===== src/rtl/text_console_writer_core_assert.svh =====
// ----------------------------------------------------------------------------
// Text console writer assertion macros
// Concurrent checks on the top level; empty bodies when synthesising.
// ----------------------------------------------------------------------------
`ifndef TEXT_CONSOLE_WRITER_CORE_ASSERT_SVH
`define TEXT_CONSOLE_WRITER_CORE_ASSERT_SVH

`ifndef SYNTHESIS
`define TCW_ASSERT_NEVER(label, clk, rst, cond) \
  label: assert property (@(posedge clk) disable iff (rst) !(cond)) \
    else $error("tcw: forbidden condition seen");
`define TCW_ASSERT_IMPLIES(label, clk, rst, ante, cons) \
  label: assert property (@(posedge clk) disable iff (rst) (ante) |-> (cons)) \
    else $error("tcw: implication failed");
`else
`define TCW_ASSERT_NEVER(label, clk, rst, cond)
`define TCW_ASSERT_IMPLIES(label, clk, rst, ante, cons)
`endif

`endif


===== src/rtl/tcw_pkg.sv =====
// ----------------------------------------------------------------------------
// tcw_pkg
// Shared types and constants for the text console writer.
// ----------------------------------------------------------------------------
`default_nettype none

package tcw_pkg;

  localparam int DEF_COLUMNS = 80;
  localparam int DEF_ROWS    = 25;

  localparam int OP_W        = 1;
  localparam int CHAR_W      = 8;
  localparam int ATTR_W      = 8;
  localparam int CELL_W      = CHAR_W + ATTR_W;
  localparam int ROW_FIELD_W = 5;
  localparam int COL_FIELD_W = 7;

  localparam logic [OP_W-1:0]   OP_PUT  = 1'b0;
  localparam logic [OP_W-1:0]   OP_READ = 1'b1;

  localparam logic [ATTR_W-1:0] RESET_ATTR = 8'h1E;
  localparam logic [CELL_W-1:0] RESET_CELL = 16'h1E00;
  localparam logic [CHAR_W-1:0] CH_SPACE   = 8'h20;
  localparam logic [CHAR_W-1:0] CH_RETURN  = 8'h0D;
  localparam logic [CHAR_W-1:0] CH_FEED    = 8'h0A;

  typedef struct packed {
    logic [OP_W-1:0]        op;
    logic [CHAR_W-1:0]      character;
    logic [ROW_FIELD_W-1:0] read_row;
    logic [COL_FIELD_W-1:0] read_col;
  } tcw_in_t;

  typedef struct packed {
    logic [COL_FIELD_W-1:0] cursor_column;
    logic [ROW_FIELD_W-1:0] cursor_line;
    logic                   did_scroll;
    logic [CHAR_W-1:0]      cell_character;
    logic [ATTR_W-1:0]      cell_attribute;
  } tcw_out_t;

  typedef enum logic [2:0] {
    CMD_READ   = 3'd0,
    CMD_BLANK  = 3'd1,
    CMD_RETURN = 3'd2,
    CMD_FEED   = 3'd3,
    CMD_PRINT  = 3'd4
  } tcw_kind_t;

  typedef struct packed {
    tcw_kind_t              kind;
    logic [CHAR_W-1:0]      character;
    logic [ROW_FIELD_W-1:0] row;
    logic [COL_FIELD_W-1:0] col;
  } tcw_cmd_t;

endpackage

`default_nettype wire


===== src/rtl/tcw_front.sv =====
// ----------------------------------------------------------------------------
// tcw_front
// Accepts requests, classifies them and holds them in a two-entry queue.
// ----------------------------------------------------------------------------
`default_nettype none

module tcw_front #(
  parameter int COLUMNS = tcw_pkg::DEF_COLUMNS,
  parameter int ROWS    = tcw_pkg::DEF_ROWS
) (
  input  wire logic              clk,
  input  wire logic              rst,
  input  wire logic              in_valid,
  output logic                   in_stall,
  input  wire tcw_pkg::tcw_in_t  in_data,
  input  wire logic              clearing,
  output logic                   cmd_valid,
  output tcw_pkg::tcw_cmd_t      cmd,
  input  wire logic              cmd_pop
);

  localparam logic [tcw_pkg::ROW_FIELD_W:0] ROWS_X =
    (tcw_pkg::ROW_FIELD_W + 1)'(ROWS);
  localparam logic [tcw_pkg::COL_FIELD_W:0] COLS_X =
    (tcw_pkg::COL_FIELD_W + 1)'(COLUMNS);

  tcw_pkg::tcw_cmd_t q [2];
  tcw_pkg::tcw_cmd_t cls;
  logic              wr_ptr;
  logic              rd_ptr;
  logic [1:0]        count;
  logic              push;
  logic              in_range;

  assign in_range = ({1'b0, in_data.read_row} < ROWS_X) &&
                    ({1'b0, in_data.read_col} < COLS_X);

  always_comb begin
    cls.character = in_data.character;
    cls.row       = in_data.read_row;
    cls.col       = in_data.read_col;
    if (in_data.op == tcw_pkg::OP_READ) begin
      cls.kind = in_range ? tcw_pkg::CMD_READ : tcw_pkg::CMD_BLANK;
    end else if (in_data.character == tcw_pkg::CH_RETURN) begin
      cls.kind = tcw_pkg::CMD_RETURN;
    end else if (in_data.character == tcw_pkg::CH_FEED) begin
      cls.kind = tcw_pkg::CMD_FEED;
    end else begin
      cls.kind = tcw_pkg::CMD_PRINT;
    end
  end

  assign in_stall  = (count == 2'd2) || clearing;
  assign push      = in_valid && !in_stall;
  assign cmd_valid = (count != 2'd0);
  assign cmd       = q[rd_ptr];

  always_ff @(posedge clk) begin
    if (push) begin
      q[wr_ptr] <= cls;
    end
  end

  always_ff @(posedge clk) begin
    if (rst) begin
      wr_ptr <= 1'b0;
      rd_ptr <= 1'b0;
      count  <= 2'd0;
    end else begin
      if (push) begin
        wr_ptr <= ~wr_ptr;
      end
      if (cmd_pop) begin
        rd_ptr <= ~rd_ptr;
      end
      case ({push, cmd_pop})
        2'b10:   count <= count + 2'd1;
        2'b01:   count <= count - 2'd1;
        default: count <= count;
      endcase
    end
  end

endmodule

`default_nettype wire


===== config.mk =====
export PLATFORM = sky130hd
export DESIGN_NAME = tcw_front
export DESIGN_NICKNAME = d
export VERILOG_FILES = /design/src/rtl/text_console_writer_core_assert.svh /design/src/rtl/tcw_pkg.sv /design/src/rtl/tcw_front.sv
export SDC_FILE = /design/constraint.sdc
export NUM_CORES = 1
export LEC_CHECK = 0
export BUFFER_PORTS_ARGS = -buffer_cell sky130_fd_sc_hd__buf_2
export CAP_MARGIN = 20
export CORE_MARGIN = 3
export CORE_UTILIZATION = 40
export DETAILED_ROUTE_END_ITERATION = 7
export PLACE_DENSITY = 0.62
export SLEW_MARGIN = 25
export SYNTH_ARGS = -nofsm -noshare
export SYNTH_HDL_FRONTEND = slang
export SYNTH_SLANG_ARGS = --single-unit

===== constraint.sdc =====
create_clock -name clk -period 6 [get_ports clk]
set_input_delay 0.3 -clock clk [delete_from_list [all_inputs] [get_ports clk]]
set_output_delay 0.3 -clock clk [all_outputs]
set_load 0.02 [all_outputs]

==> metrics.md, run 1 <==
| Metric | Value |
|---|---|
| Final Max Tran Viols | `0` |
| Fin crit period | `1878 ps` |
| Clk slew on worst S/H paths | `90 ps` |
| FP Rows | `24` |
| Die Span X | `75.99 microns` |
| YS warnings | `0` |
| Crit start category | `flop` |
| Critical path endpoint category | `primary output` |
| Status | `finished, final reports clean` |
| Least-Margin Pin Slew | `698.6 ps` |
| RSZ-0062 raised after global routing | `no` |
| CTS Hold Bufs | `0` |
| Htree depth | `2` |
| Hold Path Class | `in2reg` |
| Final Hold Vio Count | `0` |
| Worst Skew | `8.772 ps` |
| Max Cap Viol | `0` |
| Mapped Avg Cell Area | `18.14 sq um` |
| Io pins | `51` |
| Layout cells sized above 1 | `52.44%` |
| Worst slack, placed | `4076 ps` |
| Buffers on Ports | `50` |
| Slowest CP cell | `dfxtp_2` |
| CTS Sinks | `51` |
| Crit path max fanout | `23` |
| Final WS setup | `4122 ps` |
| Die height | `75.99 microns` |
| Post-Route WL | `3546 microns` |
| Final worst path period share | `31.30%` |
| HPWL after detailed placement | `2390 microns` |
| Vias in the first global route | `1,178` |
| Setup Buffers After CTS | `0` |
| CTS resizes | `0` |
| CP peak stage delay | `700 ps` |
| DR pass1 iterations | `4` |
| Post-synthesis cell count | `108` |
| WP data arrival | `1580 ps` |
| Fill count | `394` |
| Critical path cell sequence | `mux2_2, buf_2` |
| Min-Delay Startpoint | `in_data[3]` |
| Most common cell after layout, fill and taps aside | `buf_2` |
| Final Wtd Congestion | `0.6619` |
| IR Drop Worst-Case VDD | `0.0001435 V` |
| Vias per std cell | `4.821` |
| Diode count | `0` |
| Global-route wire length before repair | `5823 microns` |
| CTS max path bufs | `2` |
| Grt ovf | `0` |
| Most frequent cells in the layout | `50 x buf_2, 46 x edfxtp_1, 23 x mux2_2` |
| Die area | `5774 sq um` |
| Initial Utilization | `43.21%` |
| Post-Syn Area | `1959 sq um` |
| Power per cell area | `311.7 nW/um^2` |
| Residual DRC | `0` |
| Yosys reg bits | `51` |
| CP required | `5700 ps` |
| Total Routing Usage GR | `12.89%` |
| Register area share after synthesis | `75.61%` |
| Max frequency | `0.5325 GHz` |
| Area grow syn2layout | `22.67%` |
| Worst skew pair latency | `300 ps` |
| TritonCTS clock tree | `yes` |
| Wirelength per Cell | `15.48 microns` |
| Post-route ant nets | `0` |
| Setup TNS | `0 ps` |
| Crit Path Category | `reg2out` |
| P_leak | `0.8838 nW` |
| Sum of buffers and inverters on the critical path | `1` |
| Largest net degree at the start of global routing | `24` |
| # setup viols final | `0` |
| Kind of cell adding the most delay to the critical path | `flip-flops` |
| Synthesized net count | `135` |
| Detailed-route via count | `1,104` |
| Slew HR | `53.31%` |
| Final net count | `190` |
| Total CTS buffers | `5` |
| Worst R2R Start | `count[0]$_SDFFE_PP0P_` |
| Synth unique cells | `23` |
| Root Driver | `clkbuf_8` |
| DRT iter0 DRCs | `69` |
| Floorplan core area | `4534 sq um` |
| Initial antenna violation count | `0` |
-- worst paths after layout --
path,cells past startpoint,slack (ps),to
min,1,190,q[0][3]$_DFFE_PP_
min reg2reg,2,520,count[1]$_SDFFE_PP0P_
max,2,4120,cmd[22]
max reg2reg,3,4140,q[1][7]$_DFFE_PP_
-- cell families (layout without fill, tap and decap cells) --
family | count (synthesis) | in the layout | synth area share (%)
DFF | 51 | 51 | 75.61
muxes | 24 | 24 | 13.98
and+or+nand+nor | 22 | 22 | 6.450
AOI/OAI and AO/OA | 4 | 4 | 1.276
xor gates and xnor gates | 3 | 3 | 1.341
buffers and inverters | 3 | 59 | 0.7023
adders and majority gates | 1 | 1 | 0.6385
-- metal layers --
| layer | wire length, microns | track usage, % |
|---|---|---|
| met5 | 0 | 0 |
| met4 | 41 | 3.804 |
| met3 | 223 | 4.965 |
| met2 | 1825 | 21.90 |
| met1 | 1456 | 15.22 |
-- state kept, by name (all words and copies together) (netlist names), named ones only --
name    flops
rd_ptr      1
q          46
wr_ptr      1
count       2
-- stage by stage --
step	area, sq um	hold WS [ps]	instances	util, %	power [mW]
finish	2404	187.5	229	53.01	0.7491
global route	2404	169.8	229	53.01	0.7830
floorplan	1959	369.1	108	-	0.4907
global placement	2286	472.0	221	50.41	0.5261
detailed placement	2296	496.4	221	50.63	0.5311
CTS	2402	181.1	229	52.98	0.7571
-- area by class of cell --
| cell class | count | area, sq um | share of cell area, % |
|---|---|---|---|
| Timing Repair Buffer | 50 | 250.2 | 10.41 |
| Multi-Input combinational cell | 54 | 479.2 | 19.94 |
| Clock buffer | 7 | 76.32 | 3.175 |
| Clock inverter | 1 | 30.03 | 1.249 |
| Inverter | 1 | 3.754 | 0.1562 |
| Tap cell | 65 | 81.33 | 3.384 |
| Sequential cell | 51 | 1483 | 61.69 |
-- Yosys cell counts --
master | n | area [sq um]
inv_1 | 1 | 3.750
nor4b_1 | 1 | 8.760
or2_2 | 2 | 12.51
o211ai_1 | 2 | 15.01
nor4_1 | 1 | 6.260
or3b_4 | 1 | 11.26
nand3_1 | 2 | 10.01
o21ai_0 | 1 | 5.000
nor2_1 | 8 | 30.03
dfxtp_1 | 5 | 100.1
nor3b_1 | 1 | 7.510
mux2_2 | 23 | 259.0
xor2_1 | 1 | 8.760
and3b_1 | 1 | 8.760
a21oi_1 | 1 | 5.000
edfxtp_1 | 46 | 1381
xnor2_1 | 2 | 17.52
ha_1 | 1 | 12.51
nor2b_1 | 2 | 12.51
nand4_1 | 1 | 6.260
buf_2 | 2 | 10.01
mux2_4 | 1 | 15.01
or3_1 | 2 | 12.51
-- report_power, final --
group	total [mW]	switching (mW)	internal, mW
Clock	0.228	0.103	0.125
Combinational	0.101	0.0569	0.0442
Sequential	0.420	0.0126	0.408
Total	0.749	0.172	0.577
Power figures use the tool's default switching activity.
==> inputs of run 2 (changes only) <==
--- a/config.mk
+++ b/config.mk
@@ -5,6 +5,7 @@
 export SDC_FILE = /design/constraint.sdc
 export NUM_CORES = 1
 export LEC_CHECK = 0
+export ABC_AREA = 1
 export BUFFER_PORTS_ARGS = -buffer_cell sky130_fd_sc_hd__buf_2
 export CAP_MARGIN = 20
 export CORE_MARGIN = 3
==> constraint.sdc (replaced) <==
create_clock -name clk -period 1.9 [get_ports clk]
set_input_delay 0.095 -clock clk [delete_from_list [all_inputs] [get_ports clk]]
set_output_delay 0.095 -clock clk [all_outputs]
set_load 0.02 [all_outputs]
==> run 2 against run 1 <==
Register-to-register slack worse by 3700 ps. Critical endpoint is now cmd[20]. Utilization grew 1.9 points. Via count is 14% higher. Clock power rose to 2.6 times the previous value. Largest cell class unchanged. Highest routed layer unchanged. Sequential share of layout area decreased by 5.3 points. Worst hold slack worse by 170 ps. Global-route usage barely moved. Flip-flop and latch count unchanged. Synthesized cell count grew 23%.
==> metrics.md, run 2 <==
| Metric | Value |
|---|---|
| Status | `finished, final reports clean` |
| WP data arrival | `1380 ps` |
| Power per cell area | `849.3 nW/um^2` |
| Initial Utilization | `42.07%` |
| Post-Syn Area | `2013 sq um` |
| Final Non-Filler Cells | `279` |
| Synth top area share | `68.61%` |
| FP Rows | `25` |
| Regs by FF count | `q x46, count x2` |
| Slew HR | `87.14%` |
| TritonCTS clock tree | `yes` |
| Dominant cells by area after synthesis | `edfxtp_1 69%, mux2_2 13%, dfxtp_1 5.0%` |
| Vias in the first global route | `1,330` |
| Max FFs per register | `46` |
| Crit Path Category | `reg2out` |
| Final Max Tran Viols | `0` |
| Most common cell after layout, fill and taps aside | `buf_2` |
| Most frequent cells in the layout | `50 x buf_2, 46 x edfxtp_1, 23 x mux2_2` |
| Fill count | `403` |
| Wirelength per Cell | `13.14 microns` |
| CTS Sinks | `51` |
| Setup Buffers After CTS | `0` |
| Count leader, synth | `edfxtp_1` |
| Crit start category | `flop` |
| Synthesized net count | `160` |
| Root Driver | `clkbuf_8` |
| P_leak | `1.054 nW` |
| Total Routing Usage GR | `12.85%` |
| Least-Margin Pin Slew | `192.1 ps` |
| Floorplan core area | `4786 sq um` |
| Fin crit period | `1480 ps` |
| Clock share of power | `26.3%` |
| Hold Path Class | `in2reg` |
| CTS max path bufs | `2` |
| CTS resizes | `0` |
| Top reg by flops | `q` |
| Dpl cells | `254` |
| Final net count | `238` |
| # setup viols final | `0` |
| Area of the multi-input gates | `466.7 sq um` |
| Instance area after placement | `2372 sq um` |
| Final Cell Area | `2628 sq um` |
| Initial antenna violation count | `0` |
| Sequential cell area | `1481 sq um` |
| Total chip power | `2.231 mW` |
| Mapped Avg Cell Area | `15.14 sq um` |
| Synth area leader | `edfxtp_1` |
| Total CTS buffers | `5` |
| YS warnings | `0` |
| Worst skew pair latency | `300 ps` |
| Max frequency | `0.6757 GHz` |
| R2R Setup Slk | `460 ps` |
| Setup TNS | `0 ps` |
| Post-Route WL | `3665 microns` |
| Die height | `76.95 microns` |
| Synth cell count leaders | `46 x edfxtp_1, 23 x mux2_2, 20 x nand2_1` |
| Grt ovf | `0` |
| CP required | `1800 ps` |
| Global-route wire length before repair | `5851 microns` |
| Final Wtd Congestion | `0.7494` |
| Final WS setup | `420.1 ps` |
| Synth unique cells | `17` |
| Combinational power share | `15.8%` |
| Final Hold Vio Count | `0` |
| Diode count | `0` |
| Critical path endpoint category | `primary output` |
| Htree depth | `2` |
| Residual DRC | `0` |
| Die Span X | `76.95 microns` |
| Worst slack, placed | `487.8 ps` |
| DRT iter0 DRCs | `98` |
| Buffers on Ports | `50` |
| CTS Hold Bufs | `15` |
| Max Cap Viol | `0` |
| Worst Skew | `7.667 ps` |
| Die area | `5921 sq um` |
| Post-synthesis cell count | `133` |
| RSZ-0062 raised after global routing | `no` |
| Synth Flop Type | `edfxtp_1` |
| Final worst path period share | `77.89%` |
| NetSw | `0.5405 mW` |
| Crit path max fanout | `13` |
| Number of synthesized flops with an enable pin | `46` |
| Layout cells sized above 1 | `41.51%` |
| Async set or reset register ratio after synthesis | `0%` |
| Detailed-route via count | `1,254` |
| Area grow syn2layout | `30.52%` |
| Yosys reg bits | `51` |
| Part of the power in registers | `58.0%` |
| Post-route ant nets | `0` |
| Register area share after synthesis | `73.59%` |
| Clk slew on worst S/H paths | `90 ps` |
| Sw Share | `24.22%` |
| Pint | `1.691 mW` |
| IR Drop Worst-Case VDD | `0.0005396 V` |
| HPWL after detailed placement | `2635 microns` |
| DR pass1 iterations | `3` |
| Io pins | `51` |
| Largest net degree at the start of global routing | `16` |
| Vias per std cell | `4.495` |
-- run 2: layout make-up --
type	instances	share of cell area [%]
well taps	67	3.190
repair buffers	73	17.71
clock inverters	2	0.4762
clock buffers	6	2.762
flip-flops and latches	51	56.38
inverters	12	1.714
multi-input cells	68	17.76
-- run 2: through the flow --
stage	utilization [%]	hold slack (ps)
2_1_floorplan	-	166.5
3_3_place_gp	49.57	283.2
3_5_place_dp	49.57	287.6
4_1_cts	54.48	0.8560
5_1_grt	54.90	1.052
6_report	54.90	14.99
-- run 2: final timing paths --
kind	from	end	depth (start not counted)
max	flop	cmd[20]	3
min	in_data[15]	q[0][15]$_DFFE_PP_	1
max reg2reg	count[0]$_SDFFE_PP0P_	count[1]$_SDFFE_PP0P_	7
min reg2reg	rd_ptr$_SDFFE_PP0P_	flop	2
-- run 2: kinds of logic (layout without fill, tap and decap cells) --
kind of cell / after synthesis / after routing / share of synthesized area [%]
AOI/OAI and AO/OA: 5 / 5 / 1.305
xor gates and xnor gates: 1 / 1 / 0.4351
adders and majority gates: 1 / 1 / 0.6214
buffers and inverters: 14 / 93 / 3.356
DFF: 51 / 51 / 73.59
muxes: 23 / 23 / 12.87
and+or+nand+nor: 38 / 38 / 7.831
-- run 2: metal layers --
| layer | vias up | track usage, % | part of all wire (%) |
|---|---|---|---|
| li1 | 625 | - | - |
| met2 | 25 | 23.78 | 55 |
| met5 | - | 0 | 0 |
| met3 | 2 | 3.638 | 4.9 |
| met4 | 0 | 5.978 | 0.52 |
| met1 | 602 | 13.25 | 39 |
-- run 2: critical path: stages (launching register included) --
cell,delay [ps]
dfxtp_1,340
buf_4,230
mux2_2,370
buf_2,160
-- run 2: power groups by stage --
stage               sequential, mW  clock (mW)  combinational, mW
finish                        1.29       0.586              0.352
global placement              1.32           0              0.318
global route                  1.30       0.659              0.382
detailed placement            1.32           0              0.329
CTS                           1.29       0.605              0.354
floorplan                     1.32           0              0.208
==> inputs of run 3 (changes only) <==
--- a/config.mk
+++ b/config.mk
@@ -5,13 +5,13 @@
 export SDC_FILE = /design/constraint.sdc
 export NUM_CORES = 1
 export LEC_CHECK = 0
-export ABC_AREA = 1
+export ABC_AREA = 0
 export BUFFER_PORTS_ARGS = -buffer_cell sky130_fd_sc_hd__buf_2
 export CAP_MARGIN = 20
 export CORE_MARGIN = 3
 export CORE_UTILIZATION = 40
 export DETAILED_ROUTE_END_ITERATION = 7
-export PLACE_DENSITY = 0.62
+export PLACE_DENSITY = 0.65
 export SLEW_MARGIN = 25
 export SYNTH_ARGS = -nofsm -noshare
 export SYNTH_HDL_FRONTEND = slang
==> constraint.sdc (replaced) <==
create_clock -name clk -period 1.3 [get_ports clk]
set_input_delay 0.065 -clock clk [delete_from_list [all_inputs] [get_ports clk]]
set_output_delay 0.065 -clock clk [all_outputs]
set_load 0.02 [all_outputs]
==> run 3 against run 2 <==
Register-to-register slack lost 820 ps. Critical path depth up 3. Routed wire length up 24%. Via count rose by 4.7%. Combinational power rose to 2.6 times the previous value. Highest routed layer unchanged. The flow now finishes with violations (negative setup slack). Cell area increased by 22%. Die area is 2.5% lower. Worst hold slack better by 89 ps.
==> metrics.md, run 3 (synthesis results as in run 1) <==
| Metric | Value |
|---|---|
| Status | `finished with violations` |
| Failing checks | `negative setup slack` |
| WP data arrival | `1690 ps` |
| Total CTS buffers | `5` |
| Area grow syn2layout | `64.11%` |
| Final Wtd Congestion | `0.7610` |
| Diode count | `0` |
| Final Hold Vio Count | `0` |
| Max frequency | `0.6032 GHz` |
| Final WS setup | `-357.8 ps` |
| Buffers on Ports | `50` |
| Vias in the first global route | `1,496` |
| Die height | `75.99 microns` |
| Post-Route WL | `4559 microns` |
| Worst slack, placed | `-347.8 ps` |
| Final Cell Area | `3216 sq um` |
| CTS max path bufs | `2` |
| Largest net degree at the start of global routing | `22` |
| DR pass1 iterations | `4` |
| Slew HR | `73.47%` |
| Power per cell area | `1154 nW/um^2` |
| Max FFs per register | `46` |
| Max Cap Viol | `0` |
| Initial antenna violation count | `0` |
| Crit Path Category | `reg2reg` |
| Instance area after placement | `2415 sq um` |
| Setup TNS | `-17,710 ps` |
| Top reg by flops | `q` |
| Hold Path Class | `in2reg` |
| CTS Sinks | `51` |
| Clk slew on worst S/H paths | `90 ps` |
| CP required | `1330 ps` |
| Worst Skew | `10.40 ps` |
| R2R Setup Slk | `-360 ps` |
| Residual DRC | `0` |
| Io pins | `51` |
| P_leak | `1.274 nW` |
| Vias per std cell | `4.845` |
| Layout cells sized above 1 | `55.83%` |
| Global-route wire length before repair | `6962 microns` |
| Crit start category | `flop` |
| Grt ovf | `0` |
| Minimum hold slack | `103.6 ps` |
| Final worst path period share | `127.5%` |
| Initial Utilization | `43.21%` |
| Critical path endpoint category | `flop` |
| IR Drop Worst-Case VDD | `0.0006793 V` |
| Worst skew pair latency | `300 ps` |
| Most frequent cells in the layout | `46 x edfxtp_1, 32 x buf_6, 25 x buf_2` |
| Die Span X | `75.99 microns` |
| Wirelength per Cell | `16.82 microns` |
| Regs by FF count | `q x46, count x2` |
| Post-route ant nets | `0` |
| Final Non-Filler Cells | `271` |
| DRT iter0 DRCs | `94` |
| Dpl cells | `230` |
| Most common cell after layout, fill and taps aside | `edfxtp_1` |
| Crit path max fanout | `5` |
| Die area | `5774 sq um` |
| Total Routing Usage GR | `15.42%` |
| Fin crit period | `1658 ps` |
| Final net count | `232` |
| FP Rows | `24` |
| HPWL after detailed placement | `2713 microns` |
| TritonCTS clock tree | `yes` |
| Detailed-route via count | `1,313` |
| # setup viols final | `73` |
| Root Driver | `clkbuf_8` |
| Htree depth | `2` |
| RSZ-0062 raised after global routing | `yes` |
| Least-Margin Pin Slew | `394.4 ps` |
| Final Max Tran Viols | `0` |
| Floorplan core area | `4534 sq um` |
run 3: cell types whose count changed in the layout (fill, tap and decap cells not counted), sizes merged, moves of 2 or more:
cell	before	now
o21ai	3	1
inv	12	1
o211ai	0	2
nor2b	0	2
dlygate4sd3	17	21
or3	0	2
buf	56	68
nor2	12	8
clkbuf	6	9
nand2	20	0
run 3: per-stage QoR:
stage,utilization [%],power (mW)
final,70.92,3.712
after global routing,70.92,3.865
after CTS,64.13,3.527
after detailed placement,53.26,2.524
after global placement,53.26,2.496
after floorplan,-,2.277
run 3: final timing paths:
| path | start | to | depth (start not counted) |
|---|---|---|---|
| hold reg to reg | rd_ptr$_SDFFE_PP0P_ | rd_ptr$_SDFFE_PP0P_ | 2 |
| hold / removal | cmd_pop | rd_ptr$_SDFFE_PP0P_ | 3 |
| setup / recovery | count[1]$_SDFFE_PP0P_ | q[1][2]$_DFFE_PP_ | 6 |
| setup reg to reg | count[1]$_SDFFE_PP0P_ | q[1][2]$_DFFE_PP_ | 6 |
run 3: final cells by class:
type,count,area [sq um]
Fill cell,302,1319
Tap cell,65,81.33
Timing Repair Buffer,92,955.9
Inverter,1,3.754
Sequential cell,51,1488
Clock buffer,6,72.57
Clock inverter,2,12.51
Multi-Input combinational cell,54,601.8
run 3: per-layer routing:
layer / global-route usage [%] / vias to the layer above / share of wire [%]
li1: - / 615 / -
met1: 15.78 / 659 / 40
met2: 29.34 / 31 / 56
met3: 4.965 / 8 / 3.3
met4: 5.254 / 0 / 1.3
met5: 0 / - / 0
run 3: critical path, stage by stage (launching register included):
cell and delay, ps:
dfxtp_2 320, nor2b_4 120, or3b_4 390, buf_6 150, nor2_4 120, buf_6 140
clkbuf_16 140
run 3: report_power, final:
| group | internal, mW | switching [mW] |
|---|---|---|
| clock | 0.376 | 0.485 |
| combinational | 0.542 | 0.387 |
| sequential | 1.88 | 0.0384 |
| total | 2.80 | 0.910 |
run 3: repair_timing:
action / 4_1_cts / 5_1_grt
pin swaps: 0 / 4
buffers inserted: 5 / 4
cloned: 3 / 3
resized for setup: 21 / 70
endpoints found under the hold margin: 40 / 2
hold buffers: 20 / 1
setup endpoints to repair: 71 / 75
